## src/sv/bdn_pkg.sv

```systemverilog
`timescale 1ns / 1ps

package bdn_pkg;

  // Fixed field widths.
  localparam int PIX_W      = 8;
  localparam int RUN_W      = 12;
  localparam int SUM_W      = 16;
  localparam int SUB_W      = 4;
  localparam int FACT_W     = 5;
  localparam int IWIDTH_W   = 13;
  localparam int CFG_IDX_W  = 2;
  localparam int CFG_DATA_W = 13;

  // Defaults for the top-level parameters.
  localparam int DEF_MAX_WIDTH  = 4096;
  localparam int DEF_MAX_FACTOR = 16;

  // Register values after reset.
  localparam logic [FACT_W-1:0]   RST_FACTOR    = 5'd1;
  localparam logic [IWIDTH_W-1:0] RST_ROW_WIDTH = 13'd640;

  // Cycles needed to recompute the derived configuration after a write.
  localparam logic [2:0] SETTLE_CYCLES = 3'd4;

  // Entries of the queue between the front and back parts.
  localparam int QUEUE_DEPTH = 4;

  // Configuration register indexes.
  typedef enum logic [CFG_IDX_W-1:0] {
    REG_FACTOR_X  = 2'd0,
    REG_FACTOR_Y  = 2'd1,
    REG_ROW_WIDTH = 2'd2
  } cfg_reg_t;

  typedef struct packed {
    logic [PIX_W-1:0] pixel;
    logic             frame_start;
  } pix_in_t;

  typedef struct packed {
    logic [PIX_W-1:0] out_pixel;
    logic             end_of_row;
  } pix_out_t;

endpackage

```

## src/sv/bdn_front.sv

```systemverilog
`timescale 1ns / 1ps

module bdn_front #(
  parameter int MAX_WIDTH = bdn_pkg::DEF_MAX_WIDTH,
  localparam int CW = $clog2(MAX_WIDTH + 1),
  localparam int EW = CW + bdn_pkg::RUN_W + 2
) (
  input  logic                        clk,
  input  logic                        rst,
  input  logic                        pix_valid,
  input  bdn_pkg::pix_in_t            pix_data,
  input  logic                        hold,
  output logic                        pix_stall,
  input  logic [bdn_pkg::FACT_W-1:0]  factor_x,
  input  logic [bdn_pkg::FACT_W-1:0]  factor_y,
  input  logic [CW-1:0]               width,
  input  logic [CW-1:0]               used,
  output logic                        q_push,
  output logic [EW-1:0]               q_entry
);

  logic [CW-1:0]                col;
  logic [CW-1:0]                col_next;
  logic [bdn_pkg::SUB_W-1:0]    sub_col;
  logic [bdn_pkg::SUB_W-1:0]    sub_col_next;
  logic [bdn_pkg::SUB_W-1:0]    sub_row;
  logic [bdn_pkg::SUB_W-1:0]    sub_row_next;
  logic [bdn_pkg::RUN_W-1:0]    run_sum;
  logic [bdn_pkg::RUN_W-1:0]    run_sum_next;

  logic                         accept;
  logic                         block_end;
  logic [CW-1:0]                col0;
  logic [CW-1:0]                col_inc;
  logic [bdn_pkg::SUB_W-1:0]    sc0;
  logic [bdn_pkg::SUB_W-1:0]    sr0;
  logic [bdn_pkg::RUN_W-1:0]    rs0;
  logic [bdn_pkg::RUN_W-1:0]    run_inc;
  logic [bdn_pkg::FACT_W-1:0]   sc_inc;
  logic [bdn_pkg::FACT_W-1:0]   sr_inc;

  assign pix_stall = hold;
  assign accept    = pix_valid && !hold;
  assign q_push    = accept && block_end;

  always_comb begin
    // A frame start restarts position and sums before this pixel counts.
    col0    = pix_data.frame_start ? '0 : col;
    sc0     = pix_data.frame_start ? '0 : sub_col;
    sr0     = pix_data.frame_start ? '0 : sub_row;
    rs0     = pix_data.frame_start ? '0 : run_sum;
    col_inc = col0 + CW'(1);
    sc_inc  = {1'b0, sc0} + bdn_pkg::FACT_W'(1);
    sr_inc  = {1'b0, sr0} + bdn_pkg::FACT_W'(1);
    run_inc = rs0 + bdn_pkg::RUN_W'(pix_data.pixel);

    block_end    = 1'b0;
    col_next     = col_inc;
    sub_col_next = sc0;
    sub_row_next = sr0;
    run_sum_next = rs0;

    if (col0 < used) begin
      if (sc_inc >= factor_x) begin
        block_end    = 1'b1;
        sub_col_next = '0;
        run_sum_next = '0;
      end else begin
        sub_col_next = sc_inc[bdn_pkg::SUB_W-1:0];
        run_sum_next = run_inc;
      end
    end

    if (col_inc >= width) begin
      col_next     = '0;
      sub_col_next = '0;
      run_sum_next = '0;
      sub_row_next = (sr_inc >= factor_y) ? '0 : sr_inc[bdn_pkg::SUB_W-1:0];
    end

    // Entry: column, finished run sum, first row of group, last row of group.
    q_entry = {col0, run_inc, (sr0 == '0), (sr_inc == factor_y)};
  end

  always_ff @(posedge clk) begin
    if (rst) begin
      col     <= '0;
      sub_col <= '0;
      sub_row <= '0;
      run_sum <= '0;
    end else if (accept) begin
      col     <= col_next;
      sub_col <= sub_col_next;
      sub_row <= sub_row_next;
      run_sum <= run_sum_next;
    end
  end

endmodule

```

## config.mk

```make
export PLATFORM = sky130hd
export DESIGN_NAME = bdn_front
export DESIGN_NICKNAME = d
export VERILOG_FILES = /design/src/sv/bdn_pkg.sv /design/src/sv/bdn_front.sv
export SDC_FILE = /design/constraint.sdc
export NUM_CORES = 1
export LEC_CHECK = 0
export ABC_AREA = 1
export BUFFER_PORTS_ARGS = -buffer_cell sky130_fd_sc_hd__buf_2
export CORE_MARGIN = 2
export CORE_UTILIZATION = 50
export DETAILED_ROUTE_END_ITERATION = 6
export PLACE_DENSITY_LB_ADDON = 0.08
export SLEW_MARGIN = 10
export SYNTH_ARGS = -nofsm -noshare
export SYNTH_HDL_FRONTEND = slang
export SYNTH_SLANG_ARGS = --single-unit
```

## constraint.sdc

```tcl
create_clock -name clk -period 2.65 [get_ports clk]
set_input_delay 0.1325 -clock clk [delete_from_list [all_inputs] [get_ports clk]]
set_output_delay 0.1325 -clock clk [all_outputs]
set_load 0.05 [all_outputs]
```

==> impl_results.md <==
* Worst-Skew Late Latency at 0.29 ns
* Status: finished, violations left
* IO Port Bufs at 77
* Power per cell area at 282 mW/mm2
* DIE WIDTH at 89.8 um
* Most frequent cells in the layout: 170 x nand2_1, 111 x inv_1, 75 x buf_2
* First drt pass iteration count at 4
* Row count at 31
* Endpoints failing hold at 0
* Synth Register Bits at 33
* CTS buffer count at 5
* Met3 Use GR at 0.0360
* FF-to-FF setup slack at -0.05 ns
* Area Overhead vs Synth at 35.4%
* Global-route wire length before repair at 17.3 mm
* Met1 usage at 0.316
* Setup ws final at -0.0483 ns
* 1st-iter DRT viols at 166
* Achievable Freq at 371 MHz
* Drt total wl at 10.1 mm
* Die Ht at 89.8 um
* Cells on worst reg2reg path at 19
* Hold WC Path Type: in2reg
* Root Driver: clkbuf_8
* CTS Sinks at 33
* Sequential cell area at 666 um2
* Top Ports at 78
* Crit path max fanout at 5
* Commonest non-fill, non-tap cell in the layout: nand2_1
* GPL Wtd Cong at 0.921
* Post-synth EDFFs at 0
* Post-synth cell types at 34
* ANT nets after route at 0
* Final period util at 1.02
* Grt ovf at 0
* Pins over their slew limit at 0
* Share of layout cells above drive strength 1 at 0.285
* H-tree depth at 2
* Dpl cells at 805
* Fraction of registers with async set/reset at 0
* Crit Path Class: reg2reg
* Setup violators final at 22
* Failing checks: setup timing
* Syn_nets at 708
* TritonCTS clock tree: built
* Leakage power at 2.70 nW
* Largest net degree at the start of global routing at 34
* Routed via count at 4115
* Peak supply drop at 277 uV
* # DRC at 0
* Vias in the first global route at 4030
* Worst Tran Pin Value at 0.750 ns
* Initial antenna violation count at 0
* Register area share after synthesis at 0.179
* RSZ-0062 raised after global routing: yes
* RR Startpoint: col[1]
* CP endpoint kind: flip-flop
* Top FF cell, synth: dfxtp_1
* CP arrival at 2.91 ns
* Post-route insts no fill at 822
* Syn Area/Cell at 6.03 um2
* CP required at 2.87 ns
* Yosys warnings at 0
* Post-CTS Hold Fix Bufs at 0
* Fin crit period at 2.70 ns
* M2 GR Usage at 0.456
* Multi-input logic area at 0.00278 mm2
* Initial Utilization at 0.513
* Rel. slew slack at 0.500
* Critical R2R Capture: col[9]
* Post-DP HPWL at 7.66 mm
* Clock slew at reported path FFs at 0.07 ns
* Crit. Startpoint: col[1]
* Critical Path Start Type: flip-flop
* Clk_skew at 0.00533 ns
* Hold path startpoint: hold
* Busiest grt layer: met2
* Clk buf depth at 2
* Wirelength per Cell at 12.3 um
* Crit path to: col[9]
* Die ar. at 0.00807 mm2
* Final core utilization at 0.695
* Final setup TNS at -0.369 ns
* Fill count at 634
* Mapped Cells at 611
* Max-Cap Viols at 0
* Syn Std Cell Area at 0.00368 mm2
* Ant. Diodes at 0
* Core Area at 0.00718 mm2
* Layout Nets at 819
* GR Util All Layers at 0.254
* Via density at 5.01
## cell families after synthesis
| logic type | Yosys count | share of synthesized area |
|---|---|---|
| and+or+nand+nor | 310 | 0.373 |
| buffers and inverters | 136 | 0.149 |
| AOI/OAI and AO/OA | 71 | 0.0985 |
| adders and majority gates | 48 | 0.165 |
| DFF | 33 | 0.179 |
| xor gates and xnor gates | 13 | 0.0350 |
## cells in the mapped netlist, types with 4 or more instances
| cell type | count | area (um2) |
|---|---|---|
| nand2_1 | 178 | 668 |
| inv_1 | 114 | 428 |
| nor2_1 | 53 | 199 |
| a21oi_1 | 49 | 245 |
| ha_1 | 47 | 588 |
| nand3_1 | 41 | 205 |
| dfxtp_1 | 33 | 661 |
| o21ai_0 | 17 | 85.1 |
| nand4_1 | 13 | 81.3 |
| clkbuf_1 | 8 | 30.0 |
| xnor2_1 | 6 | 52.6 |
| and2_1 | 5 | 31.3 |
| xor2_1 | 5 | 43.8 |
| buf_6 | 4 | 45.0 |
| inv_2 | 4 | 15.0 |
| nand3b_1 | 4 | 30.0 |
| nor2_2 | 4 | 25.0 |
## per-stage QoR
stage / worst slack [ns] / instance area (um2) / total power, mW / hold slack, ns
after CTS: 0.000408 / 4650 / 1.38 / 0.233
after global routing: -0.265 / 4990 / 1.48 / 0.288
after floorplan: -0.413 / 3760 / 0.761 / 0.393
after global placement: -0.0596 / 4450 / 0.863 / 0.448
after detailed placement: -0.129 / 4450 / 0.870 / 0.453
final: -0.0483 / 4990 / 1.41 / 0.253
## worst max-delay path, cell delays in order (launching register included)
cell and delay [ns]:
dfxtp_2 0.34, inv_2 0.05, nor2_4 0.13, ha_4 0.16, nand2_4 0.05, nor2_4 0.13, nand3_4 0.11, nor2_8 0.18
nand3_2 0.08, nand2_2 0.08, nand2_2 0.07, ha_4 0.26, nand4_1 0.14, a21oi_2 0.06, nor2_4 0.15, nand4_4 0.15
inv_8 0.15, clkbuf_16 0.15, nand2_1 0.06, a21oi_1 0.14
## worst min-delay path by stage
stage	to	slack [ns]	depth (start not counted)
after floorplan	run_sum[10]	0.39	2
after global placement	col[11]	0.45	2
after detailed placement	col[11]	0.45	2
after CTS	sub_row[0]	0.23	4
after global routing	sub_row[0]	0.29	4
final	sub_row[0]	0.25	4
## area by class of cell
class	count	area share
clock buffers	7	0.0173
clock inverters	1	0.00602
inverters	119	0.0910
multi-input cells	442	0.557
flip-flops and latches	33	0.133
well taps	99	0.0248
repair buffers	121	0.171
## state kept, by name, summed over array words and instances (netlist names)
signal and count:
col 13, run_sum 12, sub_col 4, sub_row 4
## power breakdown
group          switching [mW]  internal (mW)
logic                   0.239          0.147
clock network           0.200          0.307
registers             0.00565          0.507
## routing by layer
layer / share of wire / routed length (um)
met1: 0.43 / 4380
met2: 0.51 / 5120
met3: 0.044 / 446
met4: 0.016 / 159
met5: 0 / 0
## repair_timing
item | CTS | global route
cloned | 1 | 2
setup buffers | 4 | 4
setup endpoints to repair | 34 | 37
pin swaps | 11 | 26
resized for setup | 12 | 68
(Power assumes the default switching activity.)
