<file path="config.mk">
export PLATFORM = sky130hd
export DESIGN_NAME = bdn_queue
export DESIGN_NICKNAME = d
export VERILOG_FILES = /design/src/sv/bdn_queue.sv
export SDC_FILE = /design/constraint.sdc
export NUM_CORES = 1
export LEC_CHECK = 0
export BUFFER_PORTS_ARGS = -buffer_cell sky130_fd_sc_hd__buf_2
export CAP_MARGIN = 20
export CORE_MARGIN = 2
export CORE_UTILIZATION = 45
export DETAILED_ROUTE_END_ITERATION = 10
export HOLD_SLACK_MARGIN = 0.06
export PLACE_DENSITY = 0.65
export SLEW_MARGIN = 20
export SYNTH_ARGS = -nofsm -noshare
export SYNTH_HDL_FRONTEND = slang
export SYNTH_SLANG_ARGS = --single-unit
</file>
<file path="constraint.sdc">
create_clock -name clk -period 3.95 [get_ports clk]
set_clock_uncertainty 0.05 [all_clocks]
set_input_delay 0.79 -clock clk [delete_from_list [all_inputs] [get_ports clk]]
set_output_delay 0.79 -clock clk [all_outputs]
set_load 0.02 [all_outputs]
</file>
<file path="src/sv/bdn_queue.sv">
`timescale 1ns / 1ps

module bdn_queue #(
  parameter int WIDTH = 8,
  parameter int DEPTH = 4
) (
  input  logic             clk,
  input  logic             rst,
  input  logic             push,
  input  logic [WIDTH-1:0] wdata,
  input  logic             pop,
  output logic [WIDTH-1:0] rdata,
  output logic             full,
  output logic             empty
);

  localparam int PW = $clog2(DEPTH);
  localparam int NW = $clog2(DEPTH + 1);

  logic [WIDTH-1:0] slots [DEPTH];
  logic [PW-1:0]    wr_ptr;
  logic [PW-1:0]    rd_ptr;
  logic [NW-1:0]    count;
  logic             do_push;
  logic             do_pop;

  assign full    = (count == NW'(DEPTH));
  assign empty   = (count == '0);
  assign do_push = push && !full;
  assign do_pop  = pop && !empty;
  assign rdata   = slots[rd_ptr];

  always_ff @(posedge clk) begin
    if (rst) begin
      wr_ptr <= '0;
      rd_ptr <= '0;
      count  <= '0;
    end else begin
      if (do_push) begin
        wr_ptr <= (wr_ptr == PW'(DEPTH - 1)) ? '0 : wr_ptr + PW'(1);
      end
      if (do_pop) begin
        rd_ptr <= (rd_ptr == PW'(DEPTH - 1)) ? '0 : rd_ptr + PW'(1);
      end
      if (do_push && !do_pop) begin
        count <= count + NW'(1);
      end else if (do_pop && !do_push) begin
        count <= count - NW'(1);
      end
    end
  end

  always_ff @(posedge clk) begin
    if (do_push) begin
      slots[wr_ptr] <= wdata;
    end
  end

endmodule

</file>
==> results of run 1 <==
==> kinds of logic (layout without fill, tap and decap cells) <==
kind of cell | Yosys count | count (layout) | share of synthesized area, %
buffers and inverters | 9 | 34 | 2.889
adder cells (fa/ha/maj) | 7 | 7 | 5.779
AO/OA/AOI/OAI | 7 | 7 | 3.041
AND/OR/NAND/NOR | 16 | 16 | 5.704
XOR/XNOR | 2 | 2 | 1.065
multiplexers | 10 | 10 | 12.17
flip-flops | 41 | 41 | 69.35
==> power breakdown <==
group | switching (mW) | total (mW) | internal [mW]
clock network | 0.131 | 0.198 | 0.0672
logic | 0.163 | 0.302 | 0.140
registers | 0.0519 | 0.577 | 0.526
total | 0.345 | 1.08 | 0.733
==> metal layers <==
metal,track usage [%],vias up,share of wire (%)
met5,0,-,0
met4,5.851,0,0.82
met3,5.556,2,5.2
met2,21.35,21,49
met1,16.27,415,45
li1,-,401,-
==> worst max path at each step <==
stage / start / to
2_1_floorplan: push / count[2]
3_3_place_gp: push / count[2]
3_5_place_dp: push / count[2]
4_1_cts: flop / rdata[1]
5_1_grt: flop / rdata[1]
6_report: flop / rdata[1]
==> final cells by class <==
| cell class | count | area [sq um] |
|---|---|---|
| well taps | 46 | 57.56 |
| inverters | 5 | 23.77 |
| repair buffers | 21 | 105.1 |
| clock inverters | 3 | 17.52 |
| multi-input cells | 42 | 456.7 |
| flip-flops and latches | 41 | 1141 |
| clock buffers | 5 | 37.54 |
| fillers | 306 | 1577 |
==> metrics by stage <==
step	worst slack (ps)	instances
2_1_floorplan	1607	92
3_3_place_gp	1424	155
3_5_place_dp	1365	155
4_1_cts	1259	163
5_1_grt	1182	163
6_report	1323	163
==> worst register-to-register path: stages, from the launching register on <==
cell      delay (ps)
dfxtp_1          470
or3b_1           310
clkinv_4          90
nor2_2           120
ha_1             190
inv_1             60
fa_1             370
xor2_1           160
or3_2            410
a21oi_1          140
==> state kept, by name, indices dropped and copies added (netlist names), named ones only <==
signal  count
count       3
rd_ptr      2
slots      32
wr_ptr      2
==> synth_stat cells (all sizes together) <==
master | number | area (sq um)
edfxtp | 32 | 960.9
dfxtp | 9 | 180.2
mux4 | 8 | 180.2
ha | 6 | 75.07
and3 | 4 | 30.03
inv | 4 | 15.01
nor2 | 4 | 17.52
a21oi | 3 | 15.01
buf | 3 | 20.01
mux2i | 2 | 20.02
nand3 | 2 | 10.01
nor3 | 2 | 10.01
o21ai | 2 | 10.00
o31ai | 2 | 25.02
or3 | 2 | 13.77
xor2 | 2 | 17.52
clkbuf | 1 | 3.750
clkinv | 1 | 8.760
fa | 1 | 20.02
nand2 | 1 | 3.750
or3b | 1 | 8.760
==> impl_metrics.toml, run 1 <==
[timing]
drv_slew = 0
slew_headroom_pct = 63.45
hold_violations = 0
min_period_over_period_pct = 66.50
rsz0062_at_grt = "no"
finalCriticalPeriod_ps = 2627
tightest_slew_ps = 547.5
max_freq_mhz = 380.7
final-setup-viol-count = 0
tns_ps = 0
fin_hold_ws_ps = 462.9

[min_path]
hold_path_class = "reg2reg"
holdPathStages = 2
min-delay-start = "rd_ptr[0]"

[critical_path]
reg2reg_slack_ps = 1530
reg2regPathDepth = 9
cp_max_fo = 8
r2r_start = "count[0]"
critPathSlowestCell = "dfxtp_1"
r2r-end = "count[2]"
crit_family = "flip-flops"
max_stage_delay_ps = 690
cp-end-kind = "primary output"
critPathArrivalTime_ps = 1790
worstSetupPathType = "reg2out"
critPathLaunchType = "flop"
required_ps = 3110
worstPathCellList = "mux4_2 > buf_2"
path_depth = 2
timing.critical_path.buf_inv = 1

[cells_and_area]
mostFrequentLayoutCells = "32 x edfxtp_1, 21 x buf_2, 9 x dfxtp_1, 8 x mux4_2, 6 x ha_1"
design_area_sq_um = 1839
area_delta_synth_final_pct = 11.79
layout_commonest_cell = "edfxtp_1"
final_util_pct = 53.85
drive_gt1_share_pct = 39.32
n_antenna_cell = 0
nNetsFinal = 135

[die]
initial_core_util_pct = 48.17
die_y_um = 64.47
die-area_sq_um = 4156
ios = 22
die_x_um = 64.47
core-area_sq_um = 3416
row_count = 21

[status]
status = "complete, no violations"

[cts]
cts_buffers = 5
cts_resized = 0
ctsHoldBuffers = 0
cts_sinks = 41
cts_max_level = 2
cts_root_buffer = "clkbuf_4"
post_cts_buffers = 0
clock_latency_ps = 330
path_clk_slew_ps = 120
cts_tree = "yes"
cts_buffer_depth = 2

[synthesis]
synth.distinct_cells = 26
ys_warn_count = 0
syn_area_per_cell_sq_um = 17.88
ys_ff_latch = 41
synth_area_sq_um = 1645
syn_inst = 92
synth_seq_area_share_pct = 69.35
synth.net_count = 111

[power_and_ir_drop]
leakage_nw = 0.6769
total_power_mw = 1.078
irDropWorstVdd_v = 0.0002969
power_density_nw_per_um2 = 586.1

[run]
max_cap_violations = 0

[route]
wl_per_cell_um = 14.96
ant_nets = 0
drcViolationCount = 0
post_drt_via_cell_ratio = 5.147
routed_wl_um = 2439
drtIter0Drc = 13
vias = 839
firstDrtPassIters = 4

[global_route]
grt_pass1_wl_um = 4036
track_usage_pct = 13.48
grt_pass1_vias = 852
antenna_found_initial = 0
grt_overflow = 0
grt_max_degree = 14

[place]
place_congestion = 0.6859
placed_area_sq_um = 1784
port_buffers = 21
Power figures use the tool's default switching activity.
==> inputs of run 2 (changes only) <==
--- a/config.mk
+++ b/config.mk
@@ -5,6 +5,7 @@
 export SDC_FILE = /design/constraint.sdc
 export NUM_CORES = 1
 export LEC_CHECK = 0
+export ABC_AREA = 1
 export BUFFER_PORTS_ARGS = -buffer_cell sky130_fd_sc_hd__buf_2
 export CAP_MARGIN = 20
 export CORE_MARGIN = 2
==> constraint.sdc (replaced) <==
create_clock -name clk -period 2.6 [get_ports clk]
set_clock_uncertainty 0.05 [all_clocks]
set_input_delay 0.52 -clock clk [delete_from_list [all_inputs] [get_ports clk]]
set_output_delay 0.52 -clock clk [all_outputs]
set_load 0.02 [all_outputs]
==> run 2 against run 1 <==
  * Synthesized area up 3.1%
  * Via count up 32%
  * Clock power up 95%
  * Sequential share of layout area down 3.8 points
==> impl_metrics.toml, run 2 <==
[status]
status = "complete, no violations"

[power_and_ir_drop]
irDropWorstVdd_v = 0.0005089
leakage_nw = 0.8010
power_density_nw_per_um2 = 996.3
total_power_mw = 1.951

[synthesis]
ys.flop_type = "edfxtp_1"
synthSimpleGateAreaFrac_pct = 12.09
synthAdderAreaFrac_pct = 5.605
synthArstFlopShare_pct = 0
ys_warn_count = 0
synth_top_cell_area_share_pct = 56.64
synth_top_family_by_area = "simple AND/OR/NAND/NOR gates"
muxShareOfSynthArea_pct = 0
synth.distinct_cells = 19
ys_ff_latch = 41
synth_edf_count = 32
synthMostInstantiatedCell = "nor2_1"
synthTopCellsByCount = "33 x nor2_1, 32 x edfxtp_1, 17 x inv_1, 13 x nand2_1, 13 x o21ai_0"
synthXorXnorAreaFrac_pct = 0.5162
synth_area_leaders = "edfxtp_1 57%, dfxtp_1 11%, nor2_1 7.3%"
synth_compound_area_share_pct = 9.218
synth_area_sq_um = 1697
syn_inst = 147
syn_area_per_cell_sq_um = 11.54
synth_area_leader_cell = "edfxtp_1"
synth.net_count = 166
synth_seq_area_share_pct = 67.26

[critical_path]
critPathArrivalTime_ps = 1510
critPathLaunchType = "flop"
max_stage_delay_ps = 510
timing.critical_path.buf_inv = 2
crit_family = "flip-flops"
cp-end-kind = "primary output"
worstPathCellList = "buf_4 > o21ai_0 > o22ai_1 > buf_2"
worstSetupPathType = "reg2out"
reg2regPathDepth = 9
cp_max_fo = 9
r2r_start = "count[1]"
reg2reg_slack_ps = 690
required_ps = 2030
critPathSlowestCell = "dfxtp_1"
r2r-end = "count[1]"

[cts]
cts_tree = "yes"
cts_buffer_depth = 2
clock_latency_ps = 280
path_clk_slew_ps = 70
post_cts_buffers = 0
cts_max_level = 2
cts_resized = 0
cts_buffers = 5
ctsHoldBuffers = 0
cts_sinks = 41
cts_root_buffer = "clkbuf_8"

[run]
max_cap_violations = 0

[route]
ant_nets = 0
routed_wl_um = 3045
firstDrtPassIters = 4
drcViolationCount = 0
drtIter0Drc = 31
vias = 1104
post_drt_via_cell_ratio = 4.863
wl_per_cell_um = 13.41

[global_route]
track_usage_pct = 16.60
grt_pass1_wl_um = 5112
grt_max_degree = 17
grt_overflow = 0
antenna_found_initial = 0
grt_pass1_vias = 1153

[die]
die-area_sq_um = 4277
initial_core_util_pct = 46.69
die_y_um = 65.40
core-area_sq_um = 3633
row_count = 22
die_x_um = 65.40
ios = 22

[place]
hpwl_um = 2117
dp.cells = 219
place_congestion = 0.7555
port_buffers = 21

[min_path]
hold_path_class = "in2reg"
whs_endpoint = "count[0]"
min-delay-start = "rst"
holdPathStages = 2

[timing]
rsz0062_at_grt = "no"
tightest_slew_ps = 358.6
final-setup-viol-count = 0
slew_headroom_pct = 76.06
max_freq_mhz = 479.9
finalCriticalPeriod_ps = 2084
fin_hold_ws_ps = 370.8
min_period_over_period_pct = 80.15
drv_slew = 0
hold_violations = 0
tns_ps = 0

[cells_and_area]
area_delta_synth_final_pct = 15.41
nNetsFinal = 197
layout_commonest_cell = "nor2_1"
final_util_pct = 53.89
mostFrequentLayoutCells = "33 x nor2_1, 32 x edfxtp_1, 21 x buf_2, 17 x inv_1"
top_regs = "slots (32), count (3)"
largest_reg_flops = 32
fin_cells = 227
regMostFlops = "slots"
nFillCells = 344
drive_gt1_share_pct = 20.67
n_antenna_cell = 0
## run 2: layer usage
| metal | part of all wire, % | global-route usage (%) | vias to the layer above | wire (um) |
|---|---|---|---|---|
| met5 | 0 | 0 | - | 0 |
| met4 | 1.9 | 8.594 | 0 | 57 |
| met3 | 3.6 | 3.596 | 5 | 111 |
| met2 | 51 | 28.83 | 21 | 1565 |
| met1 | 43 | 19.22 | 518 | 1311 |
| li1 | - | - | 560 | - |
## run 2: worst max-delay path by stage
| stage | endpoint | slack (ps) | cells after the start |
|---|---|---|---|
| 2_1_floorplan | count[1] | 860 | 9 |
| 3_3_place_gp | count[1] | 750 | 8 |
| 3_5_place_dp | count[1] | 680 | 8 |
| 4_1_cts | rdata[1] | 500 | 4 |
| 5_1_grt | rdata[7] | 360 | 4 |
| 6_report | rdata[0] | 520 | 4 |
## run 2: stage by stage
| step | area (sq um) | setup slack [ps] |
|---|---|---|
| 3_5_place_dp | 1877 | 683.8 |
| 2_1_floorplan | 1697 | 859.7 |
| 5_1_grt | 1958 | 360.9 |
| 4_1_cts | 1958 | 498.0 |
| 3_3_place_gp | 1877 | 746.5 |
| 6_report | 1958 | 516.2 |
## run 2: area by class of cell
type	instances	area, sq um	share of cell area [%]
clock inverters	1	5.005	0.2556
clock buffers	7	76.32	3.898
flip-flops and latches	41	1141	58.27
well taps	48	60.06	3.067
multi-input cells	86	465.4	23.77
repair buffers	26	142.6	7.284
inverters	18	67.56	3.450
## run 2: cell families (layout without fill, tap and decap cells)
logic type | Yosys count | in the layout
flops | 41 | 41
buf+inv | 20 | 52
compound gates | 27 | 27
xor+xnor | 1 | 1
fa+ha+maj | 7 | 7
simple gates | 51 | 51
## run 2: where the power goes
part	leakage [nW]	switching [mW]	internal (mW)
Sequential	0.368	0.0735	0.812
Combinational	0.391	0.441	0.237
Clock	0.0422	0.199	0.188
==> inputs of run 3 (changes only) <==
==> constraint.sdc (replaced) <==
create_clock -name clk -period 2.1 [get_ports clk]
set_clock_uncertainty 0.05 [all_clocks]
set_input_delay 0.42 -clock clk [delete_from_list [all_inputs] [get_ports clk]]
set_output_delay 0.42 -clock clk [all_outputs]
set_load 0.02 [all_outputs]
==> run 3 against run 2 <==
  * Register-to-register slack worse by 510 ps
  * Non-clock buffer count is the same
  * Sequential share of layout area is 0.064 points higher
==> impl_metrics.toml, run 3 (synthesis gave the netlist of run 2 again) <==
[power_and_ir_drop]
leakage_nw = 0.7990
irDropWorstVdd_v = 0.0005714
power_density_nw_per_um2 = 1231

[cells_and_area]
nNetsFinal = 197
n_antenna_cell = 0
layout_commonest_cell = "nor2_1"
fin_cells = 227
area_delta_synth_final_pct = 15.41
mostFrequentLayoutCells = "33 x nor2_1, 32 x edfxtp_1, 21 x buf_2, 17 x inv_1"
multi_input_area_sq_um = 465.4
nFillCells = 324
largest_reg_flops = 32
top_regs = "slots (32), count (3)"
drive_gt1_share_pct = 20.67
seqCellArea_sq_um = 1142
regMostFlops = "slots"

[critical_path]
reg2regPathDepth = 9
critPathLaunchType = "flop"
cp-end-kind = "primary output"
reg2reg_slack_ps = 180
required_ps = 1630
worstSetupPathType = "reg2out"
cp_max_fo = 9
critPathArrivalTime_ps = 1490

[global_route]
grt_most_used_layer = "met2"
grt_overflow = 0
grt_util_met1_pct = 18.86
met2_usage_pct = 26.28
antenna_found_initial = 0
grt_max_degree = 17
track_usage_pct = 15.64
use_met3_pct = 3.596
grt_pass1_wl_um = 4809
grt_pass1_vias = 1040

[cts]
post_cts_buffers = 0
cts_tree = "yes"
cts_sinks = 41
path_clk_slew_ps = 70
cts_root_buffer = "clkbuf_8"
cts_buffers = 5
cts_resized = 0
cts_max_level = 2
ctsHoldBuffers = 0
clock_latency_ps = 280
cts_buffer_depth = 2

[route]
vias = 1123
routed_wl_um = 2997
post_drt_via_cell_ratio = 4.947
drcViolationCount = 0
drtIter0Drc = 58
firstDrtPassIters = 4
wl_per_cell_um = 13.20
ant_nets = 0

[die]
die_x_um = 65.40
initial_core_util_pct = 46.69
die_y_um = 65.40
die-area_sq_um = 4277
row_count = 22
ios = 22
core-area_sq_um = 3633

[timing]
hold_violations = 0
drv_slew = 0
setup_ws_ps = 135.1
final-setup-viol-count = 0
fin_hold_ws_ps = 261.0
rsz0062_at_grt = "no"
finalCriticalPeriod_ps = 1965
min_period_over_period_pct = 93.57
tightest_slew_ps = 338.3
tns_ps = 0
slew_headroom_pct = 77.41
max_freq_mhz = 508.9

[place]
post-place-ws_ps = 198.7
place_congestion = 0.8042
dp.cells = 219
port_buffers = 21
hpwl_um = 2082

[run]
max_cap_violations = 0

[min_path]
hold_path_class = "in2reg"
holdPathStages = 2

[status]
status = "complete, no violations"
## run 3: cell types whose count changed in the layout (fill, tap and decap cells not counted)
| cell | previous run | this run |
|---|---|---|
| dfxtp_2 | 0 | 1 |
| clkinv_1 | 0 | 1 |
| dfxtp_1 | 9 | 8 |
| clkinv_2 | 1 | 0 |
## run 3: layout make-up
class / instances / area share, %
clock buffers: 7 / 3.898
multi-input cells: 86 / 23.77
well taps: 48 / 3.067
inverters: 18 / 3.450
repair buffers: 26 / 7.284
clock inverters: 1 / 0.1917
flip-flops and latches: 41 / 58.34
## run 3: power by group
part | total [mW] | internal, mW | switching, mW
Clock | 0.473 | 0.231 | 0.242
Combinational | 0.838 | 0.295 | 0.543
Sequential | 1.10 | 1.01 | 0.0920
Total | 2.41 | 1.53 | 0.878
## run 3: metal layers
metal | vias up | routed length, um
met5 | - | 0
met4 | 0 | 57
met3 | 5 | 127
met2 | 21 | 1519
met1 | 535 | 1292
li1 | 562 | -
## run 3: worst max-delay path: stages (launching register included)
cell     delay [ps]
dfxtp_1         410
inv_1           300
o21ai_0         140
o22ai_1         160
buf_2           200
## run 3: worst paths after layout
| path | to | start |
|---|---|---|
| hold / removal | count[0] | rst |
| setup reg to reg | count[1] | count[0] |
| setup / recovery | rdata[1] | flop |
| hold reg to reg | count[1] | count[1] |
## run 3: through the flow
stage / utilization [%] / instance area [sq um] / power (mW)
finish: 53.89 / 1958 / 2.411
global route: 53.89 / 1958 / 2.582
CTS: 53.86 / 1957 / 2.434
detailed placement: 51.65 / 1877 / 1.961
global placement: 51.65 / 1877 / 1.921
floorplan: - / 1697 / 1.700
